<file path="config.mk">
export PLATFORM = sky130hd
export DESIGN_NAME = calendar_date_adder_unit
export DESIGN_NICKNAME = d
export VERILOG_FILES = /design/src/cda_pkg.sv /design/src/calendar_date_adder_unit.sv /design/src/cda_recip_div.sv
export SDC_FILE = /design/constraint.sdc
export NUM_CORES = 1
export LEC_CHECK = 0
export ABC_AREA = 1
export BUFFER_PORTS_ARGS = -buffer_cell sky130_fd_sc_hd__buf_2
export CAP_MARGIN = 20
export CORE_ASPECT_RATIO = 1.1
export CORE_MARGIN = 4
export CORE_UTILIZATION = 48
export CTS_CLUSTER_DIAMETER = 80
export DETAILED_ROUTE_END_ITERATION = 8
export PLACE_DENSITY = 0.69
export SLEW_MARGIN = 20
export SYNTH_ARGS = -nofsm -noshare
export SYNTH_HDL_FRONTEND = slang
export SYNTH_HIERARCHICAL = 1
export SYNTH_SLANG_ARGS = --single-unit
</file>
<file path="constraint.sdc">
create_clock -name aclk -period 10.4 [get_ports aclk]
set_input_delay 2.08 -clock aclk [delete_from_list [all_inputs] [get_ports aclk]]
set_output_delay 2.08 -clock aclk [all_outputs]
set_load 0.05 [all_outputs]
</file>
<file path="src/cda_pkg.sv">
`default_nettype none

package cda_pkg;

    typedef enum logic [1:0] {
        REQ_LOAD       = 2'd0,
        REQ_ADD_DAYS   = 2'd1,
        REQ_ADD_MONTHS = 2'd2,
        REQ_ADD_YEARS  = 2'd3
    } req_t;

    typedef enum logic {
        DIV_BY_12 = 1'b0,
        DIV_BY_25 = 1'b1
    } div_sel_t;

    localparam int DIVIDEND_W = 17;
    localparam int RECIP_W    = 18;
    localparam int PROD_W     = DIVIDEND_W + RECIP_W;
    localparam int QUOT_W     = 14;
    localparam int REM_W      = 5;
    localparam int RECIP_SHIFT = 21;

    // Reciprocals are ceil(2^21 / d). They are exact for 17-bit dividends by 12 and for
    // 16-bit dividends by 25.
    localparam logic [RECIP_W-1:0] RECIP_12 = 18'd174763;
    localparam logic [RECIP_W-1:0] RECIP_25 = 18'd83887;
    localparam logic [REM_W-1:0]   DIVISOR_12 = 5'd12;
    localparam logic [REM_W-1:0]   DIVISOR_25 = 5'd25;

    localparam logic [15:0] RESET_YEAR  = 16'd2000;
    localparam logic [3:0]  RESET_MONTH = 4'd1;
    localparam logic [4:0]  RESET_DAY   = 5'd1;
    localparam logic [3:0]  LAST_MONTH  = 4'd12;

    typedef struct packed {
        logic                  start;
        div_sel_t              sel;
        logic [DIVIDEND_W-1:0] dividend;
    } div_req_t;

    typedef struct packed {
        logic              done;
        logic [QUOT_W-1:0] quot;
        logic [REM_W-1:0]  rem;
    } div_rsp_t;

    // A year is a leap year when it divides by 4, unless it divides by 100 but not by 400.
    // With the remainder by 25 known, that reduces to checks on the low bits.
    function automatic logic leap_from(input logic [15:0] year, input logic [REM_W-1:0] rem25);
        leap_from = (year[1:0] == 2'd0) && ((rem25 != '0) || (year[3:0] == 4'd0));
    endfunction

    function automatic logic [4:0] month_len(input logic [3:0] month, input logic leap);
        if (month == 4'd2) begin
            month_len = leap ? 5'd29 : 5'd28;
        end else if (month < 4'd8) begin
            month_len = month[0] ? 5'd31 : 5'd30;
        end else begin
            month_len = month[0] ? 5'd30 : 5'd31;
        end
    endfunction

endpackage

`default_nettype wire

</file>
<file path="src/calendar_date_adder_unit.sv">
// A load or an add of years waits on one division and an add of months on two; an add
// of days crosses one month boundary per step, plus one division per year boundary.
// One item is in work at a time; s_ready is high only while the sequencer is idle.
// Every leap year check goes through the shared reciprocal divider.
// Synchronous active-low reset sets the date to 2000-01-01 and empties the result register.
`default_nettype none

module calendar_date_adder_unit (
    input  wire logic        aclk,
    input  wire logic        aresetn,
    input  wire logic        s_valid,
    output logic             s_ready,
    input  wire logic [1:0]  s_req_type,
    input  wire logic [15:0] s_amount,
    input  wire logic [15:0] s_load_year,
    input  wire logic [3:0]  s_load_month,
    input  wire logic [4:0]  s_load_day,
    output logic             m_valid,
    input  wire logic        m_ready,
    output logic [15:0]      m_cur_year,
    output logic [3:0]       m_cur_month,
    output logic [4:0]       m_cur_day,
    output logic             m_is_leap,
    output logic             m_accepted
);
    import cda_pkg::*;

    typedef enum logic [2:0] {
        ST_IDLE,
        ST_LOAD_WAIT,
        ST_MONTH_WAIT,
        ST_LEAP_WAIT,
        ST_DAYS,
        ST_CLAMP,
        ST_DONE
    } state_t;

    state_t      state_reg;
    req_t        req_reg;
    logic [15:0] year_reg;
    logic [3:0]  month_reg;
    logic [4:0]  day_reg;
    logic        leap_reg;
    logic [15:0] amount_reg;
    logic [15:0] ld_year_reg;
    logic [3:0]  ld_month_reg;
    logic [4:0]  ld_day_reg;
    logic        ok_reg;
    logic        m_valid_reg;
    logic [15:0] m_year_reg;
    logic [3:0]  m_month_reg;
    logic [4:0]  m_day_reg;
    logic        m_leap_reg;
    logic        m_ok_reg;

    div_req_t    div_req;
    div_rsp_t    div_rsp;

    req_t        s_req;
    logic [15:0] year_inc;
    logic [15:0] year_plus_amt;
    logic [15:0] year_plus_quot;
    logic [4:0]  mlen_cur;
    logic [4:0]  left;
    logic        fits;
    logic        ld_leap;
    logic        load_ok;

    always_comb begin
        s_req          = req_t'(s_req_type);
        year_inc       = year_reg + 16'd1;
        year_plus_amt  = year_reg + s_amount;
        year_plus_quot = year_reg + {{(16-QUOT_W){1'b0}}, div_rsp.quot};
        mlen_cur       = month_len(month_reg, leap_reg);
        left           = mlen_cur - day_reg;
        fits           = amount_reg <= {11'd0, left};
        ld_leap        = leap_from(ld_year_reg, div_rsp.rem);
        load_ok        = (ld_month_reg != 4'd0) && (ld_month_reg <= LAST_MONTH)
                         && (ld_day_reg != 5'd0)
                         && (ld_day_reg <= month_len(ld_month_reg, ld_leap));
    end

    always_comb begin
        div_req = '{start: 1'b0, sel: DIV_BY_25, dividend: '0};
        case (state_reg)
            ST_IDLE: begin
                if (s_valid) begin
                    case (s_req)
                        REQ_LOAD: begin
                            div_req = '{start: 1'b1, sel: DIV_BY_25,
                                        dividend: {1'b0, s_load_year}};
                        end
                        REQ_ADD_MONTHS: begin
                            div_req = '{start: 1'b1, sel: DIV_BY_12,
                                        dividend: {13'd0, month_reg - 4'd1}
                                                  + {1'b0, s_amount}};
                        end
                        REQ_ADD_YEARS: begin
                            div_req = '{start: 1'b1, sel: DIV_BY_25,
                                        dividend: {1'b0, year_plus_amt}};
                        end
                        default: begin
                            div_req.start = 1'b0;
                        end
                    endcase
                end
            end
            ST_MONTH_WAIT: begin
                if (div_rsp.done) begin
                    div_req = '{start: 1'b1, sel: DIV_BY_25, dividend: {1'b0, year_plus_quot}};
                end
            end
            ST_DAYS: begin
                if (!fits && month_reg == LAST_MONTH) begin
                    div_req = '{start: 1'b1, sel: DIV_BY_25, dividend: {1'b0, year_inc}};
                end
            end
            default: begin
                div_req.start = 1'b0;
            end
        endcase
    end

    cda_recip_div u_div (
        .aclk    (aclk),
        .aresetn (aresetn),
        .req     (div_req),
        .rsp     (div_rsp)
    );

    always_ff @(posedge aclk) begin
        if (!aresetn) begin
            state_reg   <= ST_IDLE;
            year_reg    <= RESET_YEAR;
            month_reg   <= RESET_MONTH;
            day_reg     <= RESET_DAY;
            leap_reg    <= 1'b1;
            m_valid_reg <= 1'b0;
        end else begin
            if (m_valid_reg && m_ready && state_reg != ST_DONE) begin
                m_valid_reg <= 1'b0;
            end
            case (state_reg)
                ST_IDLE: begin
                    if (s_valid) begin
                        req_reg      <= s_req;
                        amount_reg   <= s_amount;
                        ld_year_reg  <= s_load_year;
                        ld_month_reg <= s_load_month;
                        ld_day_reg   <= s_load_day;
                        ok_reg       <= 1'b1;
                        case (s_req)
                            REQ_LOAD:       state_reg <= ST_LOAD_WAIT;
                            REQ_ADD_DAYS:   state_reg <= ST_DAYS;
                            REQ_ADD_MONTHS: state_reg <= ST_MONTH_WAIT;
                            REQ_ADD_YEARS: begin
                                year_reg  <= year_plus_amt;
                                state_reg <= ST_LEAP_WAIT;
                            end
                            default:        state_reg <= ST_IDLE;
                        endcase
                    end
                end
                ST_LOAD_WAIT: begin
                    if (div_rsp.done) begin
                        if (load_ok) begin
                            year_reg  <= ld_year_reg;
                            month_reg <= ld_month_reg;
                            day_reg   <= ld_day_reg;
                            leap_reg  <= ld_leap;
                        end else begin
                            ok_reg <= 1'b0;
                        end
                        state_reg <= ST_DONE;
                    end
                end
                ST_MONTH_WAIT: begin
                    if (div_rsp.done) begin
                        year_reg  <= year_plus_quot;
                        month_reg <= div_rsp.rem[3:0] + 4'd1;
                        state_reg <= ST_LEAP_WAIT;
                    end
                end
                ST_LEAP_WAIT: begin
                    if (div_rsp.done) begin
                        leap_reg  <= leap_from(year_reg, div_rsp.rem);
                        state_reg <= (req_reg == REQ_ADD_DAYS) ? ST_DAYS : ST_CLAMP;
                    end
                end
                ST_DAYS: begin
                    if (fits) begin
                        day_reg   <= day_reg + amount_reg[4:0];
                        state_reg <= ST_DONE;
                    end else begin
                        amount_reg <= amount_reg - {11'd0, left} - 16'd1;
                        day_reg    <= RESET_DAY;
                        if (month_reg == LAST_MONTH) begin
                            month_reg <= RESET_MONTH;
                            year_reg  <= year_inc;
                            state_reg <= ST_LEAP_WAIT;
                        end else begin
                            month_reg <= month_reg + 4'd1;
                        end
                    end
                end
                ST_CLAMP: begin
                    if (day_reg > mlen_cur) begin
                        day_reg <= mlen_cur;
                    end
                    state_reg <= ST_DONE;
                end
                ST_DONE: begin
                    if (!m_valid_reg || m_ready) begin
                        m_valid_reg <= 1'b1;
                        m_year_reg  <= year_reg;
                        m_month_reg <= month_reg;
                        m_day_reg   <= day_reg;
                        m_leap_reg  <= leap_reg;
                        m_ok_reg    <= ok_reg;
                        state_reg   <= ST_IDLE;
                    end
                end
                default: begin
                    state_reg <= ST_IDLE;
                end
            endcase
        end
    end

    assign s_ready     = (state_reg == ST_IDLE);
    assign m_valid     = m_valid_reg;
    assign m_cur_year  = m_year_reg;
    assign m_cur_month = m_month_reg;
    assign m_cur_day   = m_day_reg;
    assign m_is_leap   = m_leap_reg;
    assign m_accepted  = m_ok_reg;

endmodule

`default_nettype wire

</file>
<file path="src/cda_recip_div.sv">
`default_nettype none

module cda_recip_div (
    input  wire logic             aclk,
    input  wire logic             aresetn,
    input  wire cda_pkg::div_req_t req,
    output cda_pkg::div_rsp_t     rsp
);
    import cda_pkg::*;

    logic [PROD_W-1:0]     prod_reg;
    logic [PROD_W-1:0]     prod_next;
    logic [DIVIDEND_W-1:0] dvd_reg;
    div_sel_t              sel_reg;
    logic                  stage_reg;
    logic                  done_reg;
    logic [QUOT_W-1:0]     quot_reg;
    logic [QUOT_W-1:0]     quot_next;
    logic [REM_W-1:0]      rem_reg;
    logic [REM_W-1:0]      rem_next;
    logic [RECIP_W-1:0]    recip;
    logic [REM_W-1:0]      divisor;
    logic [QUOT_W+REM_W-1:0] back_prod;
    logic [QUOT_W+REM_W-1:0] diff;

    always_comb begin
        recip     = (req.sel == DIV_BY_25) ? RECIP_25 : RECIP_12;
        prod_next = {{RECIP_W{1'b0}}, req.dividend} * {{DIVIDEND_W{1'b0}}, recip};
        divisor   = (sel_reg == DIV_BY_25) ? DIVISOR_25 : DIVISOR_12;
        quot_next = prod_reg[RECIP_SHIFT +: QUOT_W];
        back_prod = {{REM_W{1'b0}}, quot_next} * {{QUOT_W{1'b0}}, divisor};
        diff      = {{(QUOT_W+REM_W-DIVIDEND_W){1'b0}}, dvd_reg} - back_prod;
        rem_next  = diff[REM_W-1:0];
    end

    always_ff @(posedge aclk) begin
        if (!aresetn) begin
            stage_reg <= 1'b0;
            done_reg  <= 1'b0;
        end else begin
            stage_reg <= req.start;
            done_reg  <= stage_reg;
            if (req.start) begin
                prod_reg <= prod_next;
                dvd_reg  <= req.dividend;
                sel_reg  <= req.sel;
            end
            if (stage_reg) begin
                quot_reg <= quot_next;
                rem_reg  <= rem_next;
            end
        end
    end

    assign rsp = '{done: done_reg, quot: quot_reg, rem: rem_reg};

endmodule

`default_nettype wire

</file>
==> metrics.csv <==
metric,value,unit
Synth async-reset ratio,0,%
setup bufs post-CTS,0,
VDD IR-drop max,0.1986,mV
PortBufs,75,
internal power,2558,uW
Switch Pwr,3069,uW
RSZ-0062 raised after global routing,no,
synth cell count leaders,"nand2_1 (500), inv_1 (491), ha_1 (215)",
die area,40570,sq um
post-synth top area share,19.06,%
Starting Density,48.49,%
DR WL/cell,18.06,um
Top Ports,76,
TNS Setup,0,ps
CTS H-tree depth,4,
Max stage delay on crit path,800,ps
WHS Path Cells,0,
core box area,37040,sq um
Setup CP Type,flop to flop,
number of flops mapped to enable cells by yosys,110,
clk slew on worst S/H paths,70,ps
# fillers,3551,
Reg2Reg Depth,39,
Vias/cell,5.395,
Area growth syn-to-layout,8.619,%
Finished Core Util,52.67,%
GPL Wtd Cong,1.007,
mapped cell area,17960,sq um
largest area contributor in the netlist,fa_1,
CTS tree,yes,
drt pass-1 iters,6,
Final Hold Viols,0,
ys flop type,edfxtp_1,
Worst EP required,10610,ps
Resized cells post-CTS,0,
Worst path slowest cell,o211ai_1,
crit path launch type,flop,
combinational power share,72.2,%
first-pass GRT wire length,83550,um
root buffer cell,clkbuf_16,
power share of the sequential group,17.3,%
final max-slew violation count,0,
Slew HR,30.78,%
largest net degree at the start of global routing,43,
"Net count, final",2815,
Synth cell types,53,
Final setup viols,0,
min cycle time layout,9584,ps
clk_skew,14.79,ps
detailed-route via count,15590,
initial drt markers,1346,
Remaining DRCs,0,
initial antenna violation count,1,
vias in the first global route,16020,
Seq cells post-synth,142,
largest cells by area after synthesis,"fa_1 (19%), edfxtp_1 (18%), ha_1 (15%)",
Post-Syn Instances,2295,
"Arr. time, crit path",9790,ps
CTS Hold Buffers Added,0,
Clock power frac,10.5,%
Slew @ Worst Pin,1037,ps
Max Cap Viol,0,
min-delay worst type,flop to flop,
"Seq/Total Area, Yosys",21.96,%
Switching Share,54.54,%
PwrDens,288.5,nW/um^2
synthesized area per cell,7.824,sq um
worst skew pair latency,450,ps
layout cells sized above 1,7.349,%
Min Hold Slack,425.5,ps
critical path peak fanout,13,
row count,74,
Total GRT Usage,26.43,%
most instantiated library cell after synthesis,nand2_1,
YS warnings,6,
WL final,52170,um
leak pwr,0.01010,uW
Detailed Place HPWL,44250,um
Antenna diodes,0,
gr ovfl total,0,
CTS Buf Count,17,
CP Capture Type,flop,
chip width,192.4,um
post-route ant nets,0,
period utilization,92.15,%
clk sinks,142,
maximum root-to-sink buffer count,2,
fmax,104.3,MHz
Die Ht,210.9,um
outcome,"finished, final reports clean",
-- worst max-delay path: cells and delay by family, from the launching register on --
family          cells  cell delay (ps)
compound gates      7             1980
fa+ha+maj          11             4490
xor+xnor            1              160
simple gates       12             1440
flops               1              380
buf+inv             8              870
-- layer usage --
layer | track usage, % | wire, um
met1 | 32.96 | 21160
met5 | 0 | 0
met3 | 4.033 | 3595
met2 | 45.01 | 24850
met4 | 12.49 | 2571
-- per-stage QoR --
step           cells  power [uW]  setup slack (ps)  instance area (sq um)
6_report        2889        5627             816.5                  19510
5_1_grt         2889        6245             332.4                  19510
3_3_place_gp    2857        4941             704.3                  18950
2_1_floorplan   2309        3927              1994                  18010
4_1_cts         2889        5622             920.3                  19510
3_5_place_dp    2857        4982             639.9                  18950
-- power by group through the flow --
stage          clock, uW  combinational [uW]  sequential, uW
2_1_floorplan          0                3020             907
3_3_place_gp           0                3960             976
3_5_place_dp           0                4000             977
4_1_cts              598                4060             966
5_1_grt              628                4640             982
6_report             590                4070             971
-- area by class of cell --
| class | instances | area, sq um | area share, % |
|---|---|---|---|
| Tap cell | 494 | 618.1 | 3.169 |
| Inverter | 503 | 1888 | 9.680 |
| Timing Repair Buffer | 89 | 480.5 | 2.463 |
| Multi-Input combinational cell | 1629 | 12020 | 61.61 |
| Clock buffer | 18 | 429.2 | 2.200 |
| Sequential cell | 142 | 3944 | 20.22 |
| Clock inverter | 14 | 127.6 | 0.6543 |
-- cells by family (layout without fill, tap and decap cells) --
kind of cell    Yosys count  in the layout  synth area share, %
simple gates            909            909                21.56
buf+inv                 538            624                11.47
flops                   142            142                21.96
fa+ha+maj               386            386                34.04
xor+xnor                 43             43                2.174
compound gates          275            275                8.752
other cells               2             16              0.04182
-- final timing paths --
kind / from / end / slack, ps
max: month_reg[0] / u_div/prod_reg[33] / 820
min: ok_reg / m_accepted / 430
max reg2reg: month_reg[0] / u_div/prod_reg[33] / 820
min reg2reg: ok_reg / m_accepted / 430
-- layout by cell type, fill, tap and decap left out, drive strengths merged, types with 3 or more instances in the layout --
master,instances
dfxtp,32
a21o,7
a221oi,3
nor2,165
fa,171
and2,3
o211ai,14
a22oi,3
nand3,161
clkinvlp,4
conb,16
edfxtp,110
o21bai,11
o21a,12
o21ai,92
nand3b,4
clkinv,4
nand4,24
buf,89
ha,215
xnor2,14
a21oi,116
inv,509
clkbuf,18
xor2,28
nor4,4
nand2,515
or2,8
nor3,22
a31oi,7
Note: power is estimated with default switching activity, not from simulation.
